`config.mk`:
```
export PLATFORM = sky130hd
export DESIGN_NAME = gantry_motion_sequencer_flat
export DESIGN_NICKNAME = d
export VERILOG_FILES = /design/src/sv/gms_pkg.sv /design/src/sv/gms_req_if.sv /design/src/sv/gms_rsp_if.sv /design/src/sv/gantry_motion_sequencer.sv /design/src/flat_wrapper.sv
export SDC_FILE = /design/constraint.sdc
export NUM_CORES = 1
export LEC_CHECK = 0
export BUFFER_PORTS_ARGS = -buffer_cell sky130_fd_sc_hd__buf_2
export CAP_MARGIN = 10
export CORE_MARGIN = 3
export CORE_UTILIZATION = 23
export CTS_CLUSTER_DIAMETER = 80
export DETAILED_ROUTE_END_ITERATION = 10
export HOLD_SLACK_MARGIN = 0.05
export PLACE_DENSITY = 0.45
export SLEW_MARGIN = 15
export SYNTH_ARGS = -nofsm -noshare
export SYNTH_HDL_FRONTEND = slang
export SYNTH_SLANG_ARGS = --single-unit
```
`constraint.sdc`:
```
create_clock -name clock -period 21.3 [get_ports clock]
set_clock_uncertainty 0.15 [all_clocks]
set_input_delay 2.13 -clock clock [delete_from_list [all_inputs] [get_ports clock]]
set_output_delay 2.13 -clock clock [all_outputs]
set_load 0.005 [all_outputs]
```
`src/sv/gms_pkg.sv`:
```
`timescale 1ns / 1ps
// ----------------------------------------------------------------------------
// Gantry motion sequencer package
// Shared widths, reset defaults and command codes of the slider sequencer.
// ----------------------------------------------------------------------------
package gms_pkg;

   // Field widths of the channels and the register port
   localparam int OP_WIDTH        = 3;
   localparam int MODE_WIDTH      = 3;
   localparam int NOW_WIDTH       = 32;
   localparam int REMAIN_WIDTH    = 16;
   localparam int WAIT_WIDTH      = 31;
   localparam int CSR_INDEX_WIDTH = 3;
   localparam int CSR_DATA_WIDTH  = 31;

   // Default parameter values
   localparam int FIXED_TRAVEL_DEFAULT = 1000;
   localparam int DIST_BITS_DEFAULT    = 16;
   localparam int TIME_BITS_DEFAULT    = 32;

   // Register reset values
   localparam logic [15:0] TRAVEL_RESET    = 16'd1000;
   localparam logic [15:0] CHUNK_RESET     = 16'd10;
   localparam logic [30:0] INTERVAL_RESET  = 31'd5000;
   localparam logic        TIMELAPSE_RESET = 1'b1;
   localparam logic        BASE_DIR_RESET  = 1'b1;

   // Command codes
   typedef enum logic [OP_WIDTH-1:0] {
      OP_SPIN  = 3'd0,
      OP_START = 3'd1,
      OP_HOME  = 3'd2,
      OP_MOVE  = 3'd3,
      OP_STOP  = 3'd4
   } op_type;

   // Register indexes
   typedef enum logic [CSR_INDEX_WIDTH-1:0] {
      CSR_TRAVEL    = 3'd0,
      CSR_CHUNK     = 3'd1,
      CSR_INTERVAL  = 3'd2,
      CSR_TIMELAPSE = 3'd3,
      CSR_BASE_DIR  = 3'd4
   } csr_index_type;

   // One result transaction
   typedef struct packed {
      logic [MODE_WIDTH-1:0]   mode;
      logic                    forward;
      logic                    step_request;
      logic                    shutter;
      logic                    stopped;
      logic [REMAIN_WIDTH-1:0] remaining_mm;
      logic [WAIT_WIDTH-1:0]   wait_left_ms;
   } rsp_type;

endpackage

```
`src/sv/gms_req_if.sv`:
```
`timescale 1ns / 1ps
// ----------------------------------------------------------------------------
// Gantry request channel
// Valid/ready channel that carries one spin or command transaction.
// ----------------------------------------------------------------------------
interface gms_req_if;
   import gms_pkg::*;

   logic                  valid;
   logic                  ready;
   logic [OP_WIDTH-1:0]   operation;
   logic                  move_forward;
   logic                  end_stop_a;
   logic                  end_stop_b;
   logic [NOW_WIDTH-1:0]  now_ms;

   modport source (
      output valid, operation, move_forward, end_stop_a, end_stop_b, now_ms,
      input  ready
   );

   modport sink (
      input  valid, operation, move_forward, end_stop_a, end_stop_b, now_ms,
      output ready
   );
endinterface

```
`src/sv/gms_rsp_if.sv`:
```
`timescale 1ns / 1ps
// ----------------------------------------------------------------------------
// Gantry response channel
// Valid/ready channel that carries one sequencer status transaction.
// ----------------------------------------------------------------------------
interface gms_rsp_if;
   import gms_pkg::*;

   logic                    valid;
   logic                    ready;
   logic [MODE_WIDTH-1:0]   mode;
   logic                    forward;
   logic                    step_request;
   logic                    shutter;
   logic                    stopped;
   logic [REMAIN_WIDTH-1:0] remaining_mm;
   logic [WAIT_WIDTH-1:0]   wait_left_ms;

   modport source (
      output valid, mode, forward, step_request, shutter, stopped,
             remaining_mm, wait_left_ms,
      input  ready
   );

   modport sink (
      input  valid, mode, forward, step_request, shutter, stopped,
             remaining_mm, wait_left_ms,
      output ready
   );
endinterface

```
`src/sv/gantry_motion_sequencer.sv`:
```
`timescale 1ns / 1ps
// Data path: a request transaction is held in the input register, then its response
//    in the response register, which drives the response channel.
// Throughput: one transaction per cycle while responses are taken; all mode, step and timer
//    logic sits in a single combinational pass between the input and response registers.
// Reset (synchronous): mode idle, direction forward, counters and timer cleared,
//    configuration registers back to their defaults, both stages empty.
// ----------------------------------------------------------------------------
// Gantry motion sequencer
// Mode control for a camera slider: time-lapse, run, homing and manual move.
// ----------------------------------------------------------------------------
module gantry_motion_sequencer #(
   parameter int FIXED_TRAVEL_MM = gms_pkg::FIXED_TRAVEL_DEFAULT,
   parameter int DIST_BITS       = gms_pkg::DIST_BITS_DEFAULT,
   parameter int TIME_BITS       = gms_pkg::TIME_BITS_DEFAULT
) (
   input  logic                                 clock,
   input  logic                                 reset,
   gms_req_if.sink                              req_bus,
   gms_rsp_if.source                            rsp_bus,
   input  logic                                 csr_wr_en,
   input  logic [gms_pkg::CSR_INDEX_WIDTH-1:0]  csr_index,
   input  logic [gms_pkg::CSR_DATA_WIDTH-1:0]   csr_wdata
);
   import gms_pkg::*;

   typedef enum logic [MODE_WIDTH-1:0] {
      MODE_IDLE      = 3'd0,
      MODE_TIMELAPSE = 3'd1,
      MODE_RUN       = 3'd2,
      MODE_HOME      = 3'd3,
      MODE_MOVE      = 3'd4
   } mode_type;

   // Configuration registers
   logic [15:0]          travel_cfg_ff;
   logic [15:0]          chunk_cfg_ff;
   logic [30:0]          interval_cfg_ff;
   logic                 timelapse_cfg_ff;
   logic                 base_dir_cfg_ff;

   // Input stage
   logic                 in_valid_ff, in_valid_in;
   logic [OP_WIDTH-1:0]  op_ff;
   logic                 move_fwd_ff;
   logic                 stop_a_ff;
   logic                 stop_b_ff;
   logic [TIME_BITS-1:0] now_ff;

   // Sequencer state
   mode_type             mode_ff, mode_in;
   logic                 dir_now_ff, dir_now_in;
   logic                 dir_saved_ff, dir_saved_in;
   logic [DIST_BITS-1:0] travel_ff, travel_in;
   logic [DIST_BITS-1:0] chunk_ff, chunk_in;
   logic                 chunk_active_ff, chunk_active_in;
   logic [TIME_BITS-1:0] last_time_ff, last_time_in;

   // Response stage
   logic                 rsp_valid_ff, rsp_valid_in;
   rsp_type              rsp_ff, rsp_in;

   // Working signals
   logic                 req_take;
   logic                 advance;
   logic                 halt;
   logic                 step_req;
   logic                 shutter;
   logic [TIME_BITS-1:0] interval;
   logic [TIME_BITS-1:0] due_diff;
   logic [TIME_BITS-1:0] wait_diff;

   // Handshake: the input stage moves on whenever the response slot frees up
   assign advance       = in_valid_ff && (!rsp_valid_ff || rsp_bus.ready);
   assign req_bus.ready = !in_valid_ff || advance;
   assign req_take      = req_bus.valid && req_bus.ready;
   assign in_valid_in   = req_take ? 1'b1 : (advance ? 1'b0 : in_valid_ff);
   assign rsp_valid_in  = advance ? 1'b1 : (rsp_bus.ready ? 1'b0 : rsp_valid_ff);

   assign interval  = TIME_BITS'(interval_cfg_ff);
   assign due_diff  = now_ff - last_time_ff - interval;
   assign wait_diff = last_time_in + interval - now_ff;

   // Advance the sequencer by one transaction
   always_comb begin
      mode_in         = mode_ff;
      dir_now_in      = dir_now_ff;
      dir_saved_in    = dir_saved_ff;
      travel_in       = travel_ff;
      chunk_in        = chunk_ff;
      chunk_active_in = chunk_active_ff;
      last_time_in    = last_time_ff;
      halt            = 1'b0;
      step_req        = 1'b0;
      shutter         = 1'b0;

      if (advance) begin
         // Idle machine follows the configured direction
         if (mode_ff == MODE_IDLE) begin
            dir_now_in   = base_dir_cfg_ff;
            dir_saved_in = base_dir_cfg_ff;
         end

         unique case (op_ff)
            OP_SPIN: begin
               if (stop_a_ff || stop_b_ff) begin
                  halt = (mode_ff != MODE_IDLE);
               end else if (mode_ff == MODE_TIMELAPSE) begin
                  // Rearm the chunk once the interval has run out
                  if (chunk_active_ff || !due_diff[TIME_BITS-1]) begin
                     if (chunk_ff != '0) begin
                        step_req  = 1'b1;
                        chunk_in  = chunk_ff - 1'b1;
                        if (travel_ff != '0) begin
                           travel_in = travel_ff - 1'b1;
                        end
                        chunk_active_in = 1'b1;
                     end else begin
                        shutter         = 1'b1;
                        chunk_active_in = 1'b0;
                        last_time_in    = now_ff;
                        chunk_in        = DIST_BITS'(chunk_cfg_ff);
                     end
                  end
                  if (travel_in == '0) begin
                     halt = 1'b1;
                  end
               end else if (mode_ff != MODE_IDLE) begin
                  if (travel_ff != '0) begin
                     step_req  = 1'b1;
                     travel_in = travel_ff - 1'b1;
                  end else begin
                     halt = 1'b1;
                  end
               end
            end
            OP_START: begin
               mode_in         = timelapse_cfg_ff ? MODE_TIMELAPSE : MODE_RUN;
               chunk_in        = DIST_BITS'(chunk_cfg_ff);
               chunk_active_in = 1'b1;
               travel_in       = DIST_BITS'(travel_cfg_ff);
               dir_saved_in    = dir_now_in;
               last_time_in    = now_ff;
            end
            OP_HOME: begin
               mode_in      = MODE_HOME;
               travel_in    = DIST_BITS'(FIXED_TRAVEL_MM);
               dir_saved_in = dir_now_in;
               dir_now_in   = !dir_now_in;
            end
            OP_MOVE: begin
               mode_in      = MODE_MOVE;
               travel_in    = DIST_BITS'(FIXED_TRAVEL_MM);
               dir_saved_in = dir_now_in;
               dir_now_in   = move_fwd_ff;
            end
            OP_STOP: begin
               halt = 1'b1;
            end
            default: begin
            end
         endcase

         // Drop to idle and restore the saved direction
         if (halt) begin
            mode_in         = MODE_IDLE;
            dir_now_in      = dir_saved_in;
            travel_in       = '0;
            chunk_in        = '0;
            chunk_active_in = 1'b0;
         end
      end
   end

   // Build the response
   always_comb begin
      rsp_in.mode         = mode_in;
      rsp_in.forward      = dir_now_in;
      rsp_in.step_request = step_req;
      rsp_in.shutter      = shutter;
      rsp_in.stopped      = halt && (mode_ff != MODE_IDLE);
      rsp_in.remaining_mm = REMAIN_WIDTH'(travel_in);
      rsp_in.wait_left_ms = '0;
      if (mode_in == MODE_TIMELAPSE && !chunk_active_in && !wait_diff[TIME_BITS-1]) begin
         rsp_in.wait_left_ms = WAIT_WIDTH'(wait_diff);
      end
   end

   // Hold control and sequencer state
   always_ff @(posedge clock) begin
      if (reset) begin
         in_valid_ff     <= 1'b0;
         rsp_valid_ff    <= 1'b0;
         mode_ff         <= MODE_IDLE;
         dir_now_ff      <= BASE_DIR_RESET;
         dir_saved_ff    <= BASE_DIR_RESET;
         travel_ff       <= '0;
         chunk_ff        <= '0;
         chunk_active_ff <= 1'b0;
         last_time_ff    <= '0;
      end else begin
         in_valid_ff     <= in_valid_in;
         rsp_valid_ff    <= rsp_valid_in;
         mode_ff         <= mode_in;
         dir_now_ff      <= dir_now_in;
         dir_saved_ff    <= dir_saved_in;
         travel_ff       <= travel_in;
         chunk_ff        <= chunk_in;
         chunk_active_ff <= chunk_active_in;
         last_time_ff    <= last_time_in;
      end
   end

   // Capture register writes
   always_ff @(posedge clock) begin
      if (reset) begin
         travel_cfg_ff    <= TRAVEL_RESET;
         chunk_cfg_ff     <= CHUNK_RESET;
         interval_cfg_ff  <= INTERVAL_RESET;
         timelapse_cfg_ff <= TIMELAPSE_RESET;
         base_dir_cfg_ff  <= BASE_DIR_RESET;
      end else if (csr_wr_en) begin
         unique case (csr_index)
            CSR_TRAVEL:    travel_cfg_ff    <= csr_wdata[15:0];
            CSR_CHUNK:     chunk_cfg_ff     <= csr_wdata[15:0];
            CSR_INTERVAL:  interval_cfg_ff  <= csr_wdata;
            CSR_TIMELAPSE: timelapse_cfg_ff <= csr_wdata[0];
            CSR_BASE_DIR:  base_dir_cfg_ff  <= csr_wdata[0];
            default: begin
            end
         endcase
      end
   end

   // Payload registers
   always_ff @(posedge clock) begin
      if (req_take) begin
         op_ff       <= req_bus.operation;
         move_fwd_ff <= req_bus.move_forward;
         stop_a_ff   <= req_bus.end_stop_a;
         stop_b_ff   <= req_bus.end_stop_b;
         now_ff      <= TIME_BITS'(req_bus.now_ms);
      end
      if (advance) begin
         rsp_ff <= rsp_in;
      end
   end

   assign rsp_bus.valid        = rsp_valid_ff;
   assign rsp_bus.mode         = rsp_ff.mode;
   assign rsp_bus.forward      = rsp_ff.forward;
   assign rsp_bus.step_request = rsp_ff.step_request;
   assign rsp_bus.shutter      = rsp_ff.shutter;
   assign rsp_bus.stopped      = rsp_ff.stopped;
   assign rsp_bus.remaining_mm = rsp_ff.remaining_mm;
   assign rsp_bus.wait_left_ms = rsp_ff.wait_left_ms;

   // A stop report always comes with an idle machine
   a_stopped_idle: assert property (@(posedge clock) disable iff (reset)
      rsp_valid_ff && rsp_ff.stopped |-> rsp_ff.mode == MODE_IDLE)
      else $error("stopped reported while not idle");

   // Stepping and firing the shutter exclude each other
   a_step_shutter: assert property (@(posedge clock) disable iff (reset)
      rsp_valid_ff |-> !(rsp_ff.step_request && rsp_ff.shutter))
      else $error("step and shutter in the same transaction");

   // A pending wait only exists in time-lapse mode
   a_wait_mode: assert property (@(posedge clock) disable iff (reset)
      rsp_valid_ff && rsp_ff.wait_left_ms != '0 |-> rsp_ff.mode == MODE_TIMELAPSE)
      else $error("wait reported outside time-lapse");

   // An idle machine holds no travel
   a_idle_clear: assert property (@(posedge clock)
      mode_ff == MODE_IDLE |-> travel_ff == '0 && !chunk_active_ff)
      else $error("idle machine holds travel");

   // A response slot is only refilled when it was free or taken
   a_no_overrun: assert property (@(posedge clock) disable iff (reset)
      rsp_valid_ff && !rsp_bus.ready |=> rsp_valid_ff && $stable(rsp_ff))
      else $error("response overwritten before it was taken");

endmodule

```
`src/flat_wrapper.sv`:
```
// flat-port wrapper written by rule: the top's interface ports become plain ports
module gantry_motion_sequencer_flat import gms_pkg::*;
#(
   parameter int FIXED_TRAVEL_MM = gms_pkg::FIXED_TRAVEL_DEFAULT,
   parameter int DIST_BITS       = gms_pkg::DIST_BITS_DEFAULT,
   parameter int TIME_BITS       = gms_pkg::TIME_BITS_DEFAULT
)
  (clock, reset, csr_wr_en, csr_index, csr_wdata, req_bus_valid, req_bus_operation, req_bus_move_forward, req_bus_end_stop_a, req_bus_end_stop_b, req_bus_now_ms, req_bus_ready, rsp_bus_valid, rsp_bus_mode, rsp_bus_forward, rsp_bus_step_request, rsp_bus_shutter, rsp_bus_stopped, rsp_bus_remaining_mm, rsp_bus_wait_left_ms, rsp_bus_ready);
  gms_req_if req_bus_i ();
  gms_rsp_if rsp_bus_i ();
  input  logic clock;
  input  logic reset;
  input  logic csr_wr_en;
  input  logic [gms_pkg::CSR_INDEX_WIDTH-1:0] csr_index;
  input  logic [gms_pkg::CSR_DATA_WIDTH-1:0] csr_wdata;
  input wire logic [$bits(req_bus_i.valid)-1:0] req_bus_valid;
  input wire logic [$bits(req_bus_i.operation)-1:0] req_bus_operation;
  input wire logic [$bits(req_bus_i.move_forward)-1:0] req_bus_move_forward;
  input wire logic [$bits(req_bus_i.end_stop_a)-1:0] req_bus_end_stop_a;
  input wire logic [$bits(req_bus_i.end_stop_b)-1:0] req_bus_end_stop_b;
  input wire logic [$bits(req_bus_i.now_ms)-1:0] req_bus_now_ms;
  output wire logic [$bits(req_bus_i.ready)-1:0] req_bus_ready;
  output wire logic [$bits(rsp_bus_i.valid)-1:0] rsp_bus_valid;
  output wire logic [$bits(rsp_bus_i.mode)-1:0] rsp_bus_mode;
  output wire logic [$bits(rsp_bus_i.forward)-1:0] rsp_bus_forward;
  output wire logic [$bits(rsp_bus_i.step_request)-1:0] rsp_bus_step_request;
  output wire logic [$bits(rsp_bus_i.shutter)-1:0] rsp_bus_shutter;
  output wire logic [$bits(rsp_bus_i.stopped)-1:0] rsp_bus_stopped;
  output wire logic [$bits(rsp_bus_i.remaining_mm)-1:0] rsp_bus_remaining_mm;
  output wire logic [$bits(rsp_bus_i.wait_left_ms)-1:0] rsp_bus_wait_left_ms;
  input wire logic [$bits(rsp_bus_i.ready)-1:0] rsp_bus_ready;
  assign req_bus_i.valid = req_bus_valid;
  assign req_bus_i.operation = req_bus_operation;
  assign req_bus_i.move_forward = req_bus_move_forward;
  assign req_bus_i.end_stop_a = req_bus_end_stop_a;
  assign req_bus_i.end_stop_b = req_bus_end_stop_b;
  assign req_bus_i.now_ms = req_bus_now_ms;
  assign req_bus_ready = req_bus_i.ready;
  assign rsp_bus_valid = rsp_bus_i.valid;
  assign rsp_bus_mode = rsp_bus_i.mode;
  assign rsp_bus_forward = rsp_bus_i.forward;
  assign rsp_bus_step_request = rsp_bus_i.step_request;
  assign rsp_bus_shutter = rsp_bus_i.shutter;
  assign rsp_bus_stopped = rsp_bus_i.stopped;
  assign rsp_bus_remaining_mm = rsp_bus_i.remaining_mm;
  assign rsp_bus_wait_left_ms = rsp_bus_i.wait_left_ms;
  assign rsp_bus_i.ready = rsp_bus_ready;
  gantry_motion_sequencer #(.FIXED_TRAVEL_MM(FIXED_TRAVEL_MM), .DIST_BITS(DIST_BITS), .TIME_BITS(TIME_BITS)) u_core (.clock(clock), .reset(reset), .req_bus(req_bus_i), .rsp_bus(rsp_bus_i), .csr_wr_en(csr_wr_en), .csr_index(csr_index), .csr_wdata(csr_wdata));
endmodule
```
== After elaboration in Yosys (flattened, before gate mapping) ==
Cells that the tools add are included.
Word-level totals
  register bits: 229
  bits of input ports: 77
Cells by class
  multiplexer cells: 60
  eq/ne operators: 13
  add/subtract/negate cells: 6
  reduce and logical (&&, ||, !) cells: 35
  bitwise gates (word level): 3
Operators with widths (number)
  16-bit 2-to-1 mux: 17
  32-bit 2-to-1 mux: 5
  32-bit case mux with 2 select lines: 1
  32-bit subtractor: 2
  16-bit case mux with 3 select lines: 1
  32-bit by 31-bit adder with 32-bit output: 1
  16-bit case mux with 2 select lines: 1
  16-bit nonzero test: 2
  16-bit by 1-bit subtractor with 16-bit output, second input constant: 2
  32-bit by 31-bit subtractor with 32-bit output: 1
  1-bit 2-to-1 mux: 28
  16-bit zero test: 1
  3-bit by 1-bit equality test with 1-bit output, second input constant: 4
  3-bit by 2-bit equality test with 1-bit output, second input constant: 4
  2-bit AND reduction: 5
  3-bit zero test: 3
  3-bit case mux with 3 select lines: 1
  3-bit equality test, second input constant: 2
  1-bit zero test: 6
  3-bit 2-to-1 mux: 2
  3-bit by 1-bit != test with 1-bit output, second input constant: 2
  1-bit case mux with 2 select lines: 3
  3-bit nonzero test: 2
  1-bit logical AND: 5
  other kinds (9): 16

== Depth between registers and ports, before layout ==
  word-level depth: 20
  depth in mapped cells: 29
  gate-level depth less buffers: 27

== Worst setup path before layout ==
No wires, ideal clock.
  kind: in2reg
  start point: in rsp_bus_ready
  end point: reg u_core.rsp_ff, in the netlist u_core.rsp_bus.wait_left_ms[10] (data pin)
  stages on the path: 22
  data arrival time: 8109 ps
  slack: 12785 ps
  path buffers: 2
  cell sequence: nor2b_1 > nand2b_1 > inv_1 > nand2_1 > a21oi_1 > buf_2 > mux2i_1 > fa_1 > inv_1 > ha_1 > a2111oi_0 > o21ai_0 > a32oi_1 > a21oi_1 > a221o_1 > a31oi_1 > o21a_1 > o21ai_0 > xor2_1 > and4_4 > buf_2 > and3b_1
Between the ends
  longest elaborated chain between the ends: 7
  elaborated cells on any way between the ends: 12
  those cells by class: add/sub (2); eq/ne (1); mux (3); reduce/logical (6)
Ends and longest elaborated chain
  start, declared: RTL line flat_wrapper.sv:31  | input wire logic [$bits(rsp_bus_i.ready)-1:0] rsp_bus_ready;
  1-bit logical OR (*): RTL line gantry_motion_sequencer.sv:74  | assign advance = in_valid_ff && (!rsp_valid_ff || rsp_bus.ready);
  1-bit logical AND (*): RTL line gantry_motion_sequencer.sv:74
  named net u_core.advance: RTL line gantry_motion_sequencer.sv:65  | logic advance;
  32-bit 2-to-1 mux: RTL line gantry_motion_sequencer.sv:97  | if (advance) begin
  32-bit by 31-bit adder with 32-bit output: RTL line gantry_motion_sequencer.sv:82  | assign wait_diff = last_time_in + interval - now_ff;
  32-bit subtractor: RTL line gantry_motion_sequencer.sv:82
  1-bit zero test: RTL line gantry_motion_sequencer.sv:184  | if (mode_in == MODE_TIMELAPSE && !chunk_active_in && !wait_diff[TIME_BITS-1]) begin
  1-bit logical AND: RTL line gantry_motion_sequencer.sv:184
  end signal, assigned: RTL line gantry_motion_sequencer.sv:245  | rsp_ff <= rsp_in;
  end, declared: RTL line gantry_motion_sequencer.sv:61  | rsp_type rsp_ff, rsp_in;
The timed path passes the listed nets; every way through them passes the cells marked *.
A chain may end at the register's enable or synchronous reset.

== Worst setup path in the final report ==
  start point: reg u_core.now_ff[4]
  end point: reg u_core.rsp_ff, in the netlist u_core.rsp_bus.wait_left_ms[30] (data pin)
Between the ends
  longest elaborated chain between the ends: 20
  elaborated cells on any way between the ends: 36
  those cells by class: add/sub (4); eq/ne (1); mux (24); reduce/logical (7)
Ends and longest elaborated chain
  start, declared: RTL line gantry_motion_sequencer.sv:48  | logic [TIME_BITS-1:0] now_ff;
  start signal, assigned: RTL line gantry_motion_sequencer.sv:242  | now_ff <= TIME_BITS'(req_bus.now_ms);
  parallel branches: the longest is 20 deep, another holds 32-bit subtractor
Several ways; the timed one is not identified. The select of a mux whose other input is x is not followed.

==> results.toml <==
[status]
status = "finished, final reports clean"

[power_and_ir_drop]
irDropWorstVdd_v = 0.0000542
power.density_mw_per_mm2 = 72.4
leakagePower_nw = 6.66

[die]
start_util = 0.234
pin_count = 133
row_count = 89
dieArea_mm2 = 0.0636
core_region_area_mm2 = 0.0595
die_y_um = 252
die_w_um = 252

[synth]
netlist_area_mm2 = 0.0139
yosysSeqAreaShare = 0.395
ys_top_cells_by_area = "edfxtp_1 (20%), dfxtp_1 (20%), fa_1 (8.6%)"
ys_warn_count = 0
yosys_register_bits = 229
synth_top_area_share = 0.198
synth_common_cells = "nand2_1 (213), dfxtp_1 (137), inv_1 (134)"
ys.flop_type = "dfxtp_1"
synthArstFlopShare = 0
synth.most_common_cell = "nand2_1"
syn-num-nets = 1701
synth-edff-count = 92
yosysTopAreaCell = "edfxtp_1"
netlist_instances = 1497
synth.distinct_cells = 88
synth_area_per_cell_um2 = 9.31

[clocking]
clk_latency_ps = 570
cts_buffers = 30
cts_setup_buffers = 0
clock_path_buffers = 3
cts_tree = "yes"
htreeDepth = 1
cts_resized = 0
hold_buffers = 0
cts_num_sinks = 229
cts_root_buffer = "clkbuf_16"
path_clk_slew_ps = 60

[setup_path]
arrival_ps = 8490
max_stage_delay_ps = 570
cp-start-kind = "register"
cp-end-kind = "register"
crit_family = "compound AO/OA/AOI/OAI gates"
cp_num_buf_inv = 2
worst_path_max_delay_cell = "fa_1"
crit_fanout = 32
cp_common_cell = "o21ai_0"
path_class = "register to register"
cp.required_ps = 21560

[timing]
tns_ps = 0
slew_viol_final = 0
worst_pin_slew_ps = 1150
slew_headroom = 0.224
fmax_mhz = 122
setup_viol = 0
post-route-period-util = 0.386
rsz0062_at_grt = "false"
finalHoldViolCount = 0
fin_crit_ps = 8230

[routing]
drtPass1Iterations = 5
drc = 0
viasPerCell = 4.73
wire_per_inst_um = 18.5
wl_um = 44400
vias = 11300
drt_iter0_drc = 770
antenna_left = 0

[grt]
first_global_vias = 11400
gr-usage-all-layers = 0.138
grt_pass1_wl_um = 68800
antenna_found_initial = 0
grt_max_degree = 71
gr-total-overflow = 0

[layout]
n_fill_cell = 6428
antenna_cells = 0
multiInputGateArea_mm2 = 0.00764
syn_to_final_growth_pct = 17.6
drive_gt1_frac = 0.149
final-seq-area_mm2 = 0.00551
final_core_util = 0.276
fin_nets = 1808
final_area_mm2 = 0.0164

[placement]
port_buffers = 132
hpwl_um = 32900
gp_congestion = 0.870
place_area_mm2 = 0.0153

[hold_path]
hp-class = "register to register"

[flow_run]
cap_violations = 0
==> layout by cell type (no fill, tap or decap), types with 7 or more instances in the layout <==
cell type	count
xnor2_1	18
edfxtp_1	92
clkbuf_16	31
o211ai_1	11
inv_1	133
buf_4	8
nand2b_1	10
nor4_1	9
xor2_1	14
a21oi_1	121
mux2i_1	28
a221o_1	11
nor2_1	81
and3_1	17
nor3_1	25
o21a_1	7
nand3_1	33
buf_2	132
and2_1	59
or2_2	8
nand4_1	9
o21ai_0	62
nand2_1	213
mux2_2	15
o211a_1	7
a21o_1	18
a31oi_1	14
clkinv_2	8
nor2b_1	10
fa_1	60
dfxtp_1	137
ha_1	67
a221oi_1	7
or3_1	9
==> final cells by class <==
class	instances	area share
multi-input cells	1068	0.466
well taps	773	0.0590
clock buffers	34	0.0486
flip-flops and latches	229	0.336
clock inverters	22	0.0157
repair buffers	140	0.0439
inverters	135	0.0309
==> metal layers <==
layer	wire length (um)	vias to the layer above	GRT usage
met5	0	-	0
met4	800	0	0.0262
met2	19900	291	0.223
met3	2320	47	0.0226
li1	-	5448	-
met1	21400	5560	0.196
==> power by group <==
part | switching, W | internal [W] | leakage [nW] | total [W]
Combinational | 0.000102 | 0.0000597 | 4.16 | 0.000161
Sequential | 0.0000134 | 0.000472 | 1.99 | 0.000486
Clock | 0.000211 | 0.000330 | 0.516 | 0.000541
Total | 0.000326 | 0.000862 | 6.66 | 0.00119
==> state kept, by name, indices dropped and copies added, names as in the netlist, 3 cells and up <==
register	cells
u_core.op_ff	3
u_core.rsp_bus.remaining_mm	16
u_core.now_ff	32
u_core.rsp_bus.wait_left_ms	31
u_core.last_time_ff	32
u_core.travel_cfg_ff	16
u_core.interval_cfg_ff	31
u_core.travel_ff	16
u_core.chunk_cfg_ff	16
u_core.rsp_bus.mode	3
u_core.chunk_ff	16
u_core.mode_ff	3
==> worst reg2reg max path: stages (launching register included) <==
cell and delay, ps:
edfxtp_1 460, fa_1 480, ha_1 310, a21o_1 190, a2111oi_0 560, o21a_1 340
o21ai_0 150, xnor2_1 220, o211ai_1 200, a21oi_4 180, buf_4 520, mux2i_1 240
fa_1 570, inv_1 40, ha_1 380, a2111oi_0 470, o21ai_0 190, a32oi_1 410
a21oi_1 170, a221o_1 380, a31oi_1 300, o21a_1 210, o21ai_0 130, xor2_1 170
and4_4 430, a21boi_1 220
==> logic make-up (layout without fill, tap and decap cells) <==
family          count (synthesis)  after routing  share of synthesized area
flops                         229            229                      0.395
mux                            43             43                     0.0322
xor+xnor                       32             32                     0.0201
simple gates                  525            525                      0.188
fa+ha+maj                     127            127                      0.146
buf+inv                       200            331                     0.0589
compound gates                341            341                      0.160
==> through the flow <==
| stage | worst slack, ps | cells | power [W] | hold WS (ps) |
|---|---|---|---|---|
| after global routing | 12430 | 2401 | 0.00124 | 330 |
| after CTS | 12910 | 2401 | 0.00121 | 307 |
| final | 13070 | 2401 | 0.00119 | 303 |
| after global placement | 13020 | 2345 | 0.000657 | 294 |
| after floorplan | 12790 | 1497 | 0.000598 | 282 |
| after detailed placement | 12860 | 2345 | 0.000657 | 298 |
==> final timing paths <==
path                           startpoint  slack [ps]  cells after the start                              end
setup / recovery         u_core.now_ff[4]       13070                     25  u_core.rsp_bus.wait_left_ms[30]
hold / removal    u_core.travel_cfg_ff[0]         300                      2          u_core.travel_cfg_ff[0]
setup reg to reg         u_core.now_ff[4]       13070                     25  u_core.rsp_bus.wait_left_ms[30]
hold reg to reg   u_core.travel_cfg_ff[0]         300                      2          u_core.travel_cfg_ff[0]
Note: power is estimated with default switching activity, not from simulation.
